--- config.mk ---
export PLATFORM = sky130hd
export DESIGN_NAME = inactivity_alarm_countdown_timer
export DESIGN_NICKNAME = d
export VERILOG_FILES = /design/src/rtl/iact_pkg.sv /design/src/rtl/iact_cfg.sv /design/src/rtl/iact_chan.sv /design/src/rtl/inactivity_alarm_countdown_timer.sv
export VERILOG_INCLUDE_DIRS = /design/src /design/src/rtl
export SDC_FILE = /design/constraint.sdc
export NUM_CORES = 1
export LEC_CHECK = 0
export BUFFER_PORTS_ARGS = -buffer_cell sky130_fd_sc_hd__buf_2
export CORE_ASPECT_RATIO = 0.7
export CORE_MARGIN = 10
export CORE_UTILIZATION = 51
export DETAILED_ROUTE_END_ITERATION = 7
export GPL_TIMING_DRIVEN = 0
export HOLD_SLACK_MARGIN = 0.12
export PLACE_DENSITY = 0.78
export SETUP_SLACK_MARGIN = 0.5
export SLEW_MARGIN = 25
export SYNTH_ARGS = -nofsm -noshare
export SYNTH_HDL_FRONTEND = slang
export SYNTH_SLANG_ARGS = --single-unit
--- constraint.sdc ---
create_clock -name clk -period 4.73 [get_ports clk]
set_input_delay 0.946 -clock clk [delete_from_list [all_inputs] [get_ports clk]]
set_output_delay 0.946 -clock clk [all_outputs]
set_load 0.03 [all_outputs]
--- src/rtl/inactivity_alarm_countdown_timer_macros.svh ---
// Assertion macros for the inactivity alarm countdown timer.
// No dependencies; SYNTH drops every check to an empty body.
`ifndef INACTIVITY_ALARM_COUNTDOWN_TIMER_MACROS_SVH
`define INACTIVITY_ALARM_COUNTDOWN_TIMER_MACROS_SVH

`ifndef SYNTH
`define IACT_ASSERT(lbl, prop, msg) \
    lbl: assert property (@(posedge clk) disable iff (!rst_n) prop) else $error(msg);
`define IACT_NEVER(lbl, cond, msg) \
    lbl: assert property (@(posedge clk) disable iff (!rst_n) !(cond)) else $error(msg);
`else
`define IACT_ASSERT(lbl, prop, msg)
`define IACT_NEVER(lbl, cond, msg)
`endif

`endif

--- src/rtl/iact_pkg.sv ---
// Shared types and constants for the inactivity alarm countdown timer.
// No dependencies; imported by every module of the block.
package iact_pkg;

    localparam int TICKS_PER_SECOND = 4;
    localparam int PRESCALE_W       = (TICKS_PER_SECOND > 1) ? $clog2(TICKS_PER_SECOND) : 1;
    localparam int SEC_PER_MIN      = 60;
    localparam int BEEP_BELOW       = 6;

    localparam int MIN_W      = 11;
    localparam int SEC_W      = 16;
    localparam int CD_W       = 8;
    localparam int INTERVAL_W = 17;
    localparam int CFG_DATA_W = 16;
    localparam int CFG_IDX_W  = 3;

    // Configuration register indexes
    localparam logic [CFG_IDX_W-1:0] REG_LONE_INTERVAL  = 3'd0;
    localparam logic [CFG_IDX_W-1:0] REG_STILL_INTERVAL = 3'd1;
    localparam logic [CFG_IDX_W-1:0] REG_FALL_INTERVAL  = 3'd2;
    localparam logic [CFG_IDX_W-1:0] REG_ALARM_CD       = 3'd3;
    localparam logic [CFG_IDX_W-1:0] REG_LONE_EN        = 3'd4;
    localparam logic [CFG_IDX_W-1:0] REG_STILL_EN       = 3'd5;
    localparam logic [CFG_IDX_W-1:0] REG_FALL_EN        = 3'd6;

    // Sound codes
    localparam logic [1:0] SOUND_NONE  = 2'd0;
    localparam logic [1:0] SOUND_BEEP  = 2'd1;
    localparam logic [1:0] SOUND_ALARM = 2'd2;

    typedef struct packed {
        logic powered;
        logic charger_present;
        logic lone_restart;
        logic still_restart;
        logic fall_restart;
    } in_item_t;

    typedef struct packed {
        logic       second_pulse;
        logic [1:0] lone_sound;
        logic [1:0] still_sound;
        logic [1:0] fall_sound;
        logic       lone_sos;
        logic       still_sos;
        logic       fall_sos;
        logic       emergency_call;
        logic       lone_alarming;
        logic       still_alarming;
        logic       fall_alarming;
    } out_item_t;

    // Reload values and enables seen by the channels
    typedef struct packed {
        logic [INTERVAL_W-1:0] lone_reload;
        logic [INTERVAL_W-1:0] still_reload;
        logic [INTERVAL_W-1:0] fall_reload;
        logic [CD_W-1:0]       cd_reload;
        logic                  lone_enable;
        logic                  still_enable;
        logic                  fall_enable;
    } cfg_view_t;

    typedef struct packed {
        logic step;     // powered tick processed this cycle
        logic second;   // that tick completes a second
        logic restart;
        logic enable;
    } chan_ctl_t;

    typedef struct packed {
        logic [1:0] sound;
        logic       sos;
        logic       active;   // state after this tick
    } chan_stat_t;

endpackage

--- src/rtl/iact_cfg.sv ---
// Configuration registers and derived reload values.
// Depends on iact_pkg.
module iact_cfg (
    input  logic                           clk,
    input  logic                           rst_n,
    input  logic                           we,
    input  logic [iact_pkg::CFG_IDX_W-1:0] index,
    input  logic [iact_pkg::CFG_DATA_W-1:0] data,
    output iact_pkg::cfg_view_t            view
);
    import iact_pkg::*;

    logic [MIN_W-1:0] lone_min_reg;
    logic [MIN_W-1:0] still_min_reg;
    logic [SEC_W-1:0] fall_sec_reg;
    logic [CD_W-1:0]  alarm_cd_reg;
    logic             lone_en_reg;
    logic             still_en_reg;
    logic             fall_en_reg;

    always_ff @(posedge clk or negedge rst_n) begin
        if (!rst_n)
        begin
            lone_min_reg  <= MIN_W'(30);
            still_min_reg <= MIN_W'(30);
            fall_sec_reg  <= SEC_W'(60);
            alarm_cd_reg  <= CD_W'(30);
            lone_en_reg   <= 1'b0;
            still_en_reg  <= 1'b0;
            fall_en_reg   <= 1'b0;
        end
        else if (we)
        begin
            unique case (index)
                REG_LONE_INTERVAL:  lone_min_reg  <= data[MIN_W-1:0];
                REG_STILL_INTERVAL: still_min_reg <= data[MIN_W-1:0];
                REG_FALL_INTERVAL:  fall_sec_reg  <= data[SEC_W-1:0];
                REG_ALARM_CD:       alarm_cd_reg  <= data[CD_W-1:0];
                REG_LONE_EN:        lone_en_reg   <= data[0];
                REG_STILL_EN:       still_en_reg  <= data[0];
                REG_FALL_EN:        fall_en_reg   <= data[0];
                default: ;
            endcase
        end
    end

    // minutes * 60 as (m << 6) - (m << 2)
    function automatic logic [INTERVAL_W-1:0] min_to_sec(input logic [MIN_W-1:0] m);
        logic [INTERVAL_W-1:0] w;
        w = INTERVAL_W'(m);
        return (w << 6) - (w << 2);
    endfunction

    always_comb begin
        view.lone_reload  = min_to_sec(lone_min_reg);
        view.still_reload = min_to_sec(still_min_reg);
        view.fall_reload  = INTERVAL_W'(fall_sec_reg);
        // saturate the stored-plus-one countdown
        view.cd_reload    = (&alarm_cd_reg) ? alarm_cd_reg : alarm_cd_reg + CD_W'(1);
        view.lone_enable  = lone_en_reg;
        view.still_enable = still_en_reg;
        view.fall_enable  = fall_en_reg;
    end

endmodule

--- src/rtl/iact_chan.sv ---
// One safety channel: interval countdown, alarm countdown, restart latch.
// Depends on iact_pkg.
module iact_chan (
    input  logic                             clk,
    input  logic                             rst_n,
    input  iact_pkg::chan_ctl_t              ctl,
    input  logic [iact_pkg::INTERVAL_W-1:0]  interval_reload,
    input  logic [iact_pkg::CD_W-1:0]        cd_reload,
    output iact_pkg::chan_stat_t             stat
);
    import iact_pkg::*;

    logic [INTERVAL_W-1:0] ivl_reg, ivl_next;
    logic [CD_W-1:0]       cd_reg, cd_next;
    logic                  act_reg, act_next;
    logic                  pend_reg, pend_next;

    logic                  pend_eff;
    logic [INTERVAL_W-1:0] ivl0;
    logic [CD_W-1:0]       cd0;
    logic                  act0;
    logic [CD_W-1:0]       cd_dec;

    always_comb begin
        ivl_next    = ivl_reg;
        cd_next     = cd_reg;
        act_next    = act_reg;
        pend_next   = pend_reg;
        stat.sound  = SOUND_NONE;
        stat.sos    = 1'b0;

        pend_eff = pend_reg | (ctl.step & ctl.restart);
        // apply a pending restart before the channel runs
        ivl0   = pend_eff ? interval_reload : ivl_reg;
        cd0    = pend_eff ? cd_reload : cd_reg;
        act0   = pend_eff ? 1'b0 : act_reg;
        cd_dec = cd0 - CD_W'(1);

        if (ctl.step && ctl.second)
        begin
            pend_next = 1'b0;
            ivl_next  = ivl0;
            cd_next   = cd0;
            act_next  = act0;
            if (!ctl.enable)
            begin
                ivl_next = interval_reload;
                cd_next  = cd_reload;
                act_next = 1'b0;
            end
            else if (!act0)
            begin
                if (ivl0 != '0)
                begin
                    ivl_next = ivl0 - INTERVAL_W'(1);
                end
                else
                begin
                    act_next   = 1'b1;
                    stat.sound = SOUND_ALARM;
                    ivl_next   = interval_reload;
                    cd_next    = cd_reload;
                end
            end
            else if (cd0 != '0)
            begin
                cd_next = cd_dec;
                if (cd_dec < CD_W'(BEEP_BELOW) && cd_dec[0])
                begin
                    stat.sound = SOUND_BEEP;
                end
            end
            else
            begin
                // countdown spent: raise SOS and re-arm next second
                act_next  = 1'b0;
                stat.sos  = 1'b1;
                pend_next = 1'b1;
            end
        end
        else if (ctl.step)
        begin
            pend_next = pend_eff;
        end

        stat.active = act_next;
    end

    always_ff @(posedge clk or negedge rst_n) begin
        if (!rst_n)
        begin
            ivl_reg  <= '0;
            cd_reg   <= '0;
            act_reg  <= 1'b0;
            pend_reg <= 1'b1;
        end
        else
        begin
            ivl_reg  <= ivl_next;
            cd_reg   <= cd_next;
            act_reg  <= act_next;
            pend_reg <= pend_next;
        end
    end

endmodule

--- src/rtl/inactivity_alarm_countdown_timer.sv ---
// Inactivity alarm countdown timer: input register, three channels, result register.
// An accepted request waits in the input register; its result is then registered in the result register.
// Throughput: one request per cycle; a stalled result blocks acceptance only once the
// input register and the result register are both full.
// Reset (async, active low): config to defaults, counters clear, restarts pending.
// Depends on iact_pkg, iact_cfg, iact_chan and the assertion macro header.
`include "inactivity_alarm_countdown_timer_macros.svh"

module inactivity_alarm_countdown_timer (
    input  logic                            clk,
    input  logic                            rst_n,
    input  logic                            cfg_we,
    input  logic [iact_pkg::CFG_IDX_W-1:0]  cfg_index,
    input  logic [iact_pkg::CFG_DATA_W-1:0] cfg_data,
    input  logic                            in_valid,
    output logic                            in_ready,
    input  iact_pkg::in_item_t              in_data,
    output logic                            out_valid,
    input  logic                            out_ready,
    output iact_pkg::out_item_t             out_data
);
    import iact_pkg::*;

    logic                  s1_valid_reg, s1_valid_next;
    in_item_t              s1_reg;
    logic                  out_valid_reg, out_valid_next;
    out_item_t             out_reg, out_next;
    logic [PRESCALE_W-1:0] prescale_reg, prescale_next;

    logic       proc;
    logic       step;
    logic       second;
    cfg_view_t  cfg;
    chan_ctl_t  lone_ctl, still_ctl, fall_ctl;
    chan_stat_t lone_st, still_st, fall_st;

    iact_cfg u_cfg (
        .clk   (clk),
        .rst_n (rst_n),
        .we    (cfg_we),
        .index (cfg_index),
        .data  (cfg_data),
        .view  (cfg)
    );

    // process the held request when the result register can take it
    assign proc     = s1_valid_reg && (!out_valid_reg || out_ready);
    assign in_ready = !s1_valid_reg || proc;
    assign step     = proc && s1_reg.powered;
    assign second   = step && (prescale_reg == PRESCALE_W'(TICKS_PER_SECOND - 1));

    always_comb begin
        prescale_next = prescale_reg;
        if (step)
        begin
            prescale_next = second ? '0 : prescale_reg + PRESCALE_W'(1);
        end
    end

    always_comb begin
        lone_ctl  = '{step: step, second: second, restart: s1_reg.lone_restart,
                      enable: cfg.lone_enable};
        still_ctl = '{step: step, second: second, restart: s1_reg.still_restart,
                      enable: cfg.still_enable && !cfg.fall_enable};
        fall_ctl  = '{step: step, second: second, restart: s1_reg.fall_restart,
                      enable: cfg.fall_enable && !s1_reg.charger_present};
    end

    iact_chan u_lone (
        .clk             (clk),
        .rst_n           (rst_n),
        .ctl             (lone_ctl),
        .interval_reload (cfg.lone_reload),
        .cd_reload       (cfg.cd_reload),
        .stat            (lone_st)
    );

    iact_chan u_still (
        .clk             (clk),
        .rst_n           (rst_n),
        .ctl             (still_ctl),
        .interval_reload (cfg.still_reload),
        .cd_reload       (cfg.cd_reload),
        .stat            (still_st)
    );

    iact_chan u_fall (
        .clk             (clk),
        .rst_n           (rst_n),
        .ctl             (fall_ctl),
        .interval_reload (cfg.fall_reload),
        .cd_reload       (cfg.cd_reload),
        .stat            (fall_st)
    );

    always_comb begin
        out_next.second_pulse   = second;
        out_next.lone_sound     = lone_st.sound;
        out_next.still_sound    = still_st.sound;
        out_next.fall_sound     = fall_st.sound;
        out_next.lone_sos       = lone_st.sos;
        out_next.still_sos      = still_st.sos;
        out_next.fall_sos       = fall_st.sos;
        out_next.emergency_call = lone_st.sos | still_st.sos | fall_st.sos;
        out_next.lone_alarming  = lone_st.active;
        out_next.still_alarming = still_st.active;
        out_next.fall_alarming  = fall_st.active;
    end

    assign s1_valid_next  = (in_valid && in_ready) || (s1_valid_reg && !proc);
    assign out_valid_next = proc || (out_valid_reg && !out_ready);

    always_ff @(posedge clk or negedge rst_n) begin
        if (!rst_n)
        begin
            s1_valid_reg  <= 1'b0;
            out_valid_reg <= 1'b0;
            prescale_reg  <= '0;
        end
        else
        begin
            s1_valid_reg  <= s1_valid_next;
            out_valid_reg <= out_valid_next;
            prescale_reg  <= prescale_next;
        end
    end

    // payload registers
    always_ff @(posedge clk) begin
        if (in_valid && in_ready)
        begin
            s1_reg <= in_data;
        end
        if (proc)
        begin
            out_reg <= out_next;
        end
    end

    assign out_valid = out_valid_reg;
    assign out_data  = out_reg;

    `IACT_ASSERT(a_call_is_or,
        out_valid |-> (out_data.emergency_call ==
            (out_data.lone_sos || out_data.still_sos || out_data.fall_sos)),
        "emergency_call disagrees with channel SOS")
    `IACT_ASSERT(a_call_on_second,
        out_valid && out_data.emergency_call |-> out_data.second_pulse,
        "SOS outside a completed second")
    `IACT_NEVER(a_sos_clears_alarm,
        out_valid && out_data.lone_sos && out_data.lone_alarming,
        "lone SOS with alarm still active")
    `IACT_ASSERT(a_stall_only_full,
        !in_ready |-> (s1_valid_reg && out_valid_reg && !out_ready),
        "input stalled with room in the pipeline")

endmodule

==> results of run 1 <==
## cells in the mapped netlist (all sizes together) (7+ instances only)
cell     instances  area share, %
a22o            10           0.72
nor2           126            3.9
a211oi          19            1.3
nor3            61            2.6
buf             22           0.90
o2111ai          8           0.57
mux2            40            3.7
or4             11           0.74
and3            17           0.87
or3             20            1.0
dfrtp          115             24
a32o             7           0.57
xnor2           50            3.6
o31ai           18            1.1
o211ai           8           0.49
a21o            14           0.86
a2111oi          7           0.72
nor3b           13           0.88
nand2b          12           0.62
a221oi          14            1.3
o21ai          125            5.2
and2            20            1.0
ha              27            2.8
nand4            8           0.41
a211o            8           0.57
clkbuf          61            1.9
xor2            26            1.9
nor2b            8           0.41
inv             37            1.1
mux2i           26            2.2
dfstp           19            4.1
nor4            12           0.67
a22oi           12           0.74
nand2          163            5.1
edfxtp          19            4.7
a21oi           87            3.6
o221ai          10           0.77
o22ai           16           0.82
nand3           32            1.3
a31oi           23            1.3
nand3b           9           0.55
a32oi            7           0.56
o21a            10           0.62
a221o           10           0.82
## worst max-delay path: stages
cell	delay, ps
buf_2	100
nand2b_1	130
buf_4	190
a31oi_4	310
clkbuf_8	270
buf_2	260
clkbuf_4	270
o21ai_0	240
inv_1	150
ha_2	280
nand2_1	120
xnor2_1	250
o2111ai_1	140
or4_1	530
a2111oi_1	320
## power by group
| group | switching (mW) | internal (mW) |
|---|---|---|
| registers | 0.566 | 1.80 |
| logic | 2.88 | 1.78 |
| clock network | 0.644 | 0.750 |
| total | 4.09 | 4.33 |
## metal layers
metal | up-vias | share of wire, % | wire length, um | global-route usage, %
met4 | 0 | 2.5 | 1090 | 9.12
li1 | 5621 | - | - | -
met2 | 826 | 40 | 17800 | 39.3
met5 | - | 0 | 0 | 0
met1 | 6168 | 44 | 19400 | 41.3
met3 | 107 | 13 | 5780 | 9.05
## worst max path at each step
stage	start	end	slack, ps	cells after the start
CTS	u_cfg.alarm_cd_reg[1]	out_data[7]	520	13
detailed placement	out_ready	u_fall.cd_reg[6]	-1130	15
floorplan	out_ready	out_data[2]	500	17
global placement	out_ready	out_data[7]	-1100	15
finish	out_ready	out_data[7]	440	15
global route	out_ready	out_data[7]	360	15
## what timing repair did
item                                    4_1_cts  5_1_grt
setup buffers                                 3        1
cloned                                        0        0
endpoints found under the hold margin         0        0
endpoints found under the setup margin       91       30
resized for setup                            38       15
hold buffers                                  0        0
pin swaps                                     3        1
## final cells by class
class	instances	area [um2]
Clock inverter	11	96.3
Tap cell	318	398
Multi-Input combinational cell	1181	7880
Inverter	37	139
Sequential cell	153	3950
Timing Repair Buffer	48	283
Buffer	83	399
Fill cell	2061	9950
Clock buffer	21	482
## cells by family after synthesis
kind of cell / count (synthesis) / synth area share [%]
AND/OR/NAND/NOR: 534 / 21.9
XOR/XNOR: 76 / 5.46
buffers and inverters: 120 / 3.92
flip-flops: 153 / 32.4
AO/OA/AOI/OAI: 478 / 27.7
adder cells (fa/ha/maj): 27 / 2.77
multiplexers: 66 / 5.89
## metrics by stage
step	setup TNS (ps)	instances	total power, mW	area (um2)
4_1_cts	0	1851	8.21	13600
3_3_place_gp	-50060	1815	6.61	12800
2_1_floorplan	0	1454	5.51	12200
6_report	0	1852	8.42	13600
3_5_place_dp	-53270	1816	6.72	12900
5_1_grt	0	1852	8.92	13600
==> qor.csv, run 1 <==
metric,value,unit
initial antenna violation count,0,
Post-synth EDFFs,19,
Post-Route WL,44.1,mm
first-pass iteration count of the detailed router,8,
synth unique cells,101,
Initial Utilization,51.7,%
r2r startpoint,s1_valid_reg,
most frequent cells in the layout,"nand2_1, nor2_1, dfrtp_1",
CTS root buffer,clkbuf_16,
Die ar.,30600,um2
status,completed,
Core Box Area,23600,um2
FF-to-FF setup slack,570,ps
crit path launch type,primary input,
Synth Flop Type,dfrtp_1,
fraction of layout cells with a size suffix above 1,15.4,%
clk_skew,13.6,ps
Peak VDD IR,0.351,mV
register clock-pin slew on the reported worst setup and hold paths,70,ps
Die X-Extent,205,um
routability congestion estimate,1.01,
Max-Cap Viols,0,
clock buffer count from CTS,17,
"FFs w/ async S/R, synth",87.6,%
Post-Syn Area,12200,um2
ANT nets after route,0,
Buffers on Ports,43,
P&R area growth vs syn,11.8,%
syn avg cell area,8.38,um2
CTS max path bufs,2,
"commonest non-fill, non-tap cell in the layout",nand2_1,
Power Dens Cells,618,nW/um2
PnR worst setup slack,444,ps
DRC,0,
wire per inst,23.8,um
Final Max Tran Viols,0,
Seq cells post-synth,153,
Vias/cell,6.87,
DPL Wire Length,31.6,mm
htree depth,4,
clk_lat worst skew,450,ps
sequential share of the synthesized area,32.4,%
height of the die,149,um
row count,47,
largest net degree at the start of global routing,79,
final-stage net count,1577,
routed vias,12700,
Slew HR,28.2,%
fin crit share,90.6,%
Overflow after GRT,0,
Final setup viols,0,
"Warnings, synthesis",0,
Final Hold Vio Count,0,
CTS tree,done,
Post-Synthesis Cells,1454,
Critical Path AT,4520,ps
clk sinks,153,
DRC violation total after the first TritonRoute iteration,1604,
all-layer global routing usage,28.6,%
fin crit period,4290,ps
static leakage,5.49,nW
Post-Place Setup Slack,-1130,ps
first-pass GRT wire length,69.1,mm
Reg-to-Reg End,out_data[7],
Tightest Pin Transition,1080,ps
RSZ-0062 raised after global routing,true,
vias in the first global route,12100,
crit-path max FO,10,
Worst Hold Class,in2async,
syn nets,1510,
Crit Path Category,in2reg,
Worst setup EP type,register,
Fmax,0.233,GHz
R2R depth,14,
n_diodes,0,
Hold WS,433,ps
CP Data Required Time,4970,ps
utilization after layout,57.8,%
# IOs,45,
(Power assumes the default switching activity.)
==> run 2: changes to the inputs <==
==> constraint.sdc (replaced) <==
create_clock -name clk -period 4.83 [get_ports clk]
set_input_delay 0.966 -clock clk [delete_from_list [all_inputs] [get_ports clk]]
set_output_delay 0.966 -clock clk [all_outputs]
set_load 0.03 [all_outputs]
==> qor.csv, run 2 (synthesis results as in run 1) <==
metric,value,unit
status,completed,
CTS root buffer,clkbuf_16,
Peak VDD IR,0.355,mV
post-route cell area,13600,um2
Power Internal,4.22,mW
clk_lat worst skew,450,ps
clk_skew,13.0,ps
Slew HR,29.7,%
# IOs,45,
crit-path max FO,10,
Buffers on Ports,43,
Overflow after GRT,0,
r2r startpoint,s1_reg[4],
crit path launch type,primary input,
clk sinks,153,
Final Hold Vio Count,0,
Vias/cell,6.80,
DRC violation total after the first TritonRoute iteration,1776,
row count,47,
vias in the first global route,11700,
fin crit share,88.8,%
"commonest non-fill, non-tap cell in the layout",nand2_1,
Initial Utilization,51.7,%
most frequent cells in the layout,"nand2_1, nor2_1, dfrtp_1",
largest net degree at the start of global routing,71,
PnR worst setup slack,540,ps
Die X-Extent,205,um
DRC,0,
final-stage net count,1581,
FF-to-FF setup slack,670,ps
fin crit period,4290,ps
register clock-pin slew on the reported worst setup and hold paths,70,ps
Crit Path Category,in2reg,
RSZ-0062 raised after global routing,true,
Reg-to-Reg End,out_data[2],
wire per inst,23.3,um
first-pass GRT wire length,67.1,mm
switch share,48.5,%
height of the die,149,um
switching power,3.98,mW
Comb pwr share,55.4,%
Seq pwr share,28.3,%
Worst Hold Class,in2async,
ANT nets after route,0,
n_diodes,0,
Fin Setup TNS,0,ps
Hold WS,457,ps
R2R depth,17,
Worst setup EP type,register,
all-layer global routing usage,27.9,%
Core Box Area,23600,um2
htree depth,4,
CTS tree,done,
Clock power frac,16.3,%
routed vias,12600,
DPL Wire Length,31.5,mm
Max-Cap Viols,0,
initial antenna violation count,0,
utilization after layout,57.8,%
Die ar.,30600,um2
Fmax,0.233,GHz
CP Data Required Time,4980,ps
Final setup viols,0,
clock buffer count from CTS,17,
first-pass iteration count of the detailed router,7,
P&R area growth vs syn,11.8,%
Tightest Pin Transition,1050,ps
Post-Place Setup Slack,-1030,ps
Power Dens Cells,602,nW/um2
Critical Path AT,4440,ps
Post-Route WL,43.3,mm
fraction of layout cells with a size suffix above 1,15.7,%
CTS max path bufs,2,
hold-fix buffer count after cts,0,
area post-placement,12900,um2
static leakage,5.49,nW
Final Max Tran Viols,0,
routability congestion estimate,0.979,
-- run 2: layout make-up --
type / count / area, um2
buffer: 83 / 394
timing repair buffer: 52 / 313
fill: 2071 / 9950
tap: 318 / 398
clock buffer: 19 / 454
inverter: 37 / 139
sequential: 153 / 3950
multi-input combinational: 1181 / 7880
clock inverter: 13 / 106
-- run 2: per-stage QoR --
step	std cells	power (mW)
after floorplan	1454	5.39
after global placement	1815	6.44
after detailed placement	1816	6.56
after CTS	1850	7.95
after global routing	1856	8.68
final	1856	8.20
-- run 2: how the worst max path moves through the flow --
| stage | start | cells past startpoint | end | slack [ps] |
|---|---|---|---|---|
| 6_report | out_ready | 18 | out_data[2] | 540 |
| 5_1_grt | out_ready | 18 | out_data[2] | 470 |
| 4_1_cts | out_ready | 15 | u_fall.cd_reg[6] | 530 |
| 3_5_place_dp | out_ready | 15 | u_fall.cd_reg[6] | -1030 |
| 3_3_place_gp | out_ready | 15 | u_fall.cd_reg[6] | -1090 |
| 2_1_floorplan | out_ready | 14 | u_fall.cd_reg[6] | 500 |
-- run 2: per-layer routing --
metal | global-route usage [%] | part of all wire [%]
met5 | 0 | 0
met4 | 8.53 | 2.5
met3 | 11.3 | 14
met2 | 38.7 | 41
met1 | 38.6 | 43
-- run 2: worst max-delay path, cell delays in order --
cell and delay [ps]:
buf_2 100, nand2b_1 130, clkbuf_4 210, a31oi_4 170
clkbuf_4 260, buf_2 260, clkbuf_4 270, clkbuf_4 260
nand2_1 90, ha_2 260, o221ai_2 160, a211oi_2 110
nand4_1 170, buf_2 290, buf_4 260, nor3_1 70
a21oi_1 240, o22ai_2 150
-- run 2: power groups by stage --
stage,sequential (mW),combinational (mW),clock (mW)
2_1_floorplan,2.16,3.24,0
3_3_place_gp,2.27,4.16,0
3_5_place_dp,2.30,4.27,0
4_1_cts,2.28,4.34,1.33
5_1_grt,2.37,4.92,1.39
6_report,2.32,4.54,1.34
-- run 2: what timing repair did --
action | in CTS | in global routing
endpoints found under the setup margin | 91 | 65
gates resized for setup | 28 | 32
hold endpoints to repair | 0 | 0
pin swaps | 2 | 2
setup buffers | 2 | 6
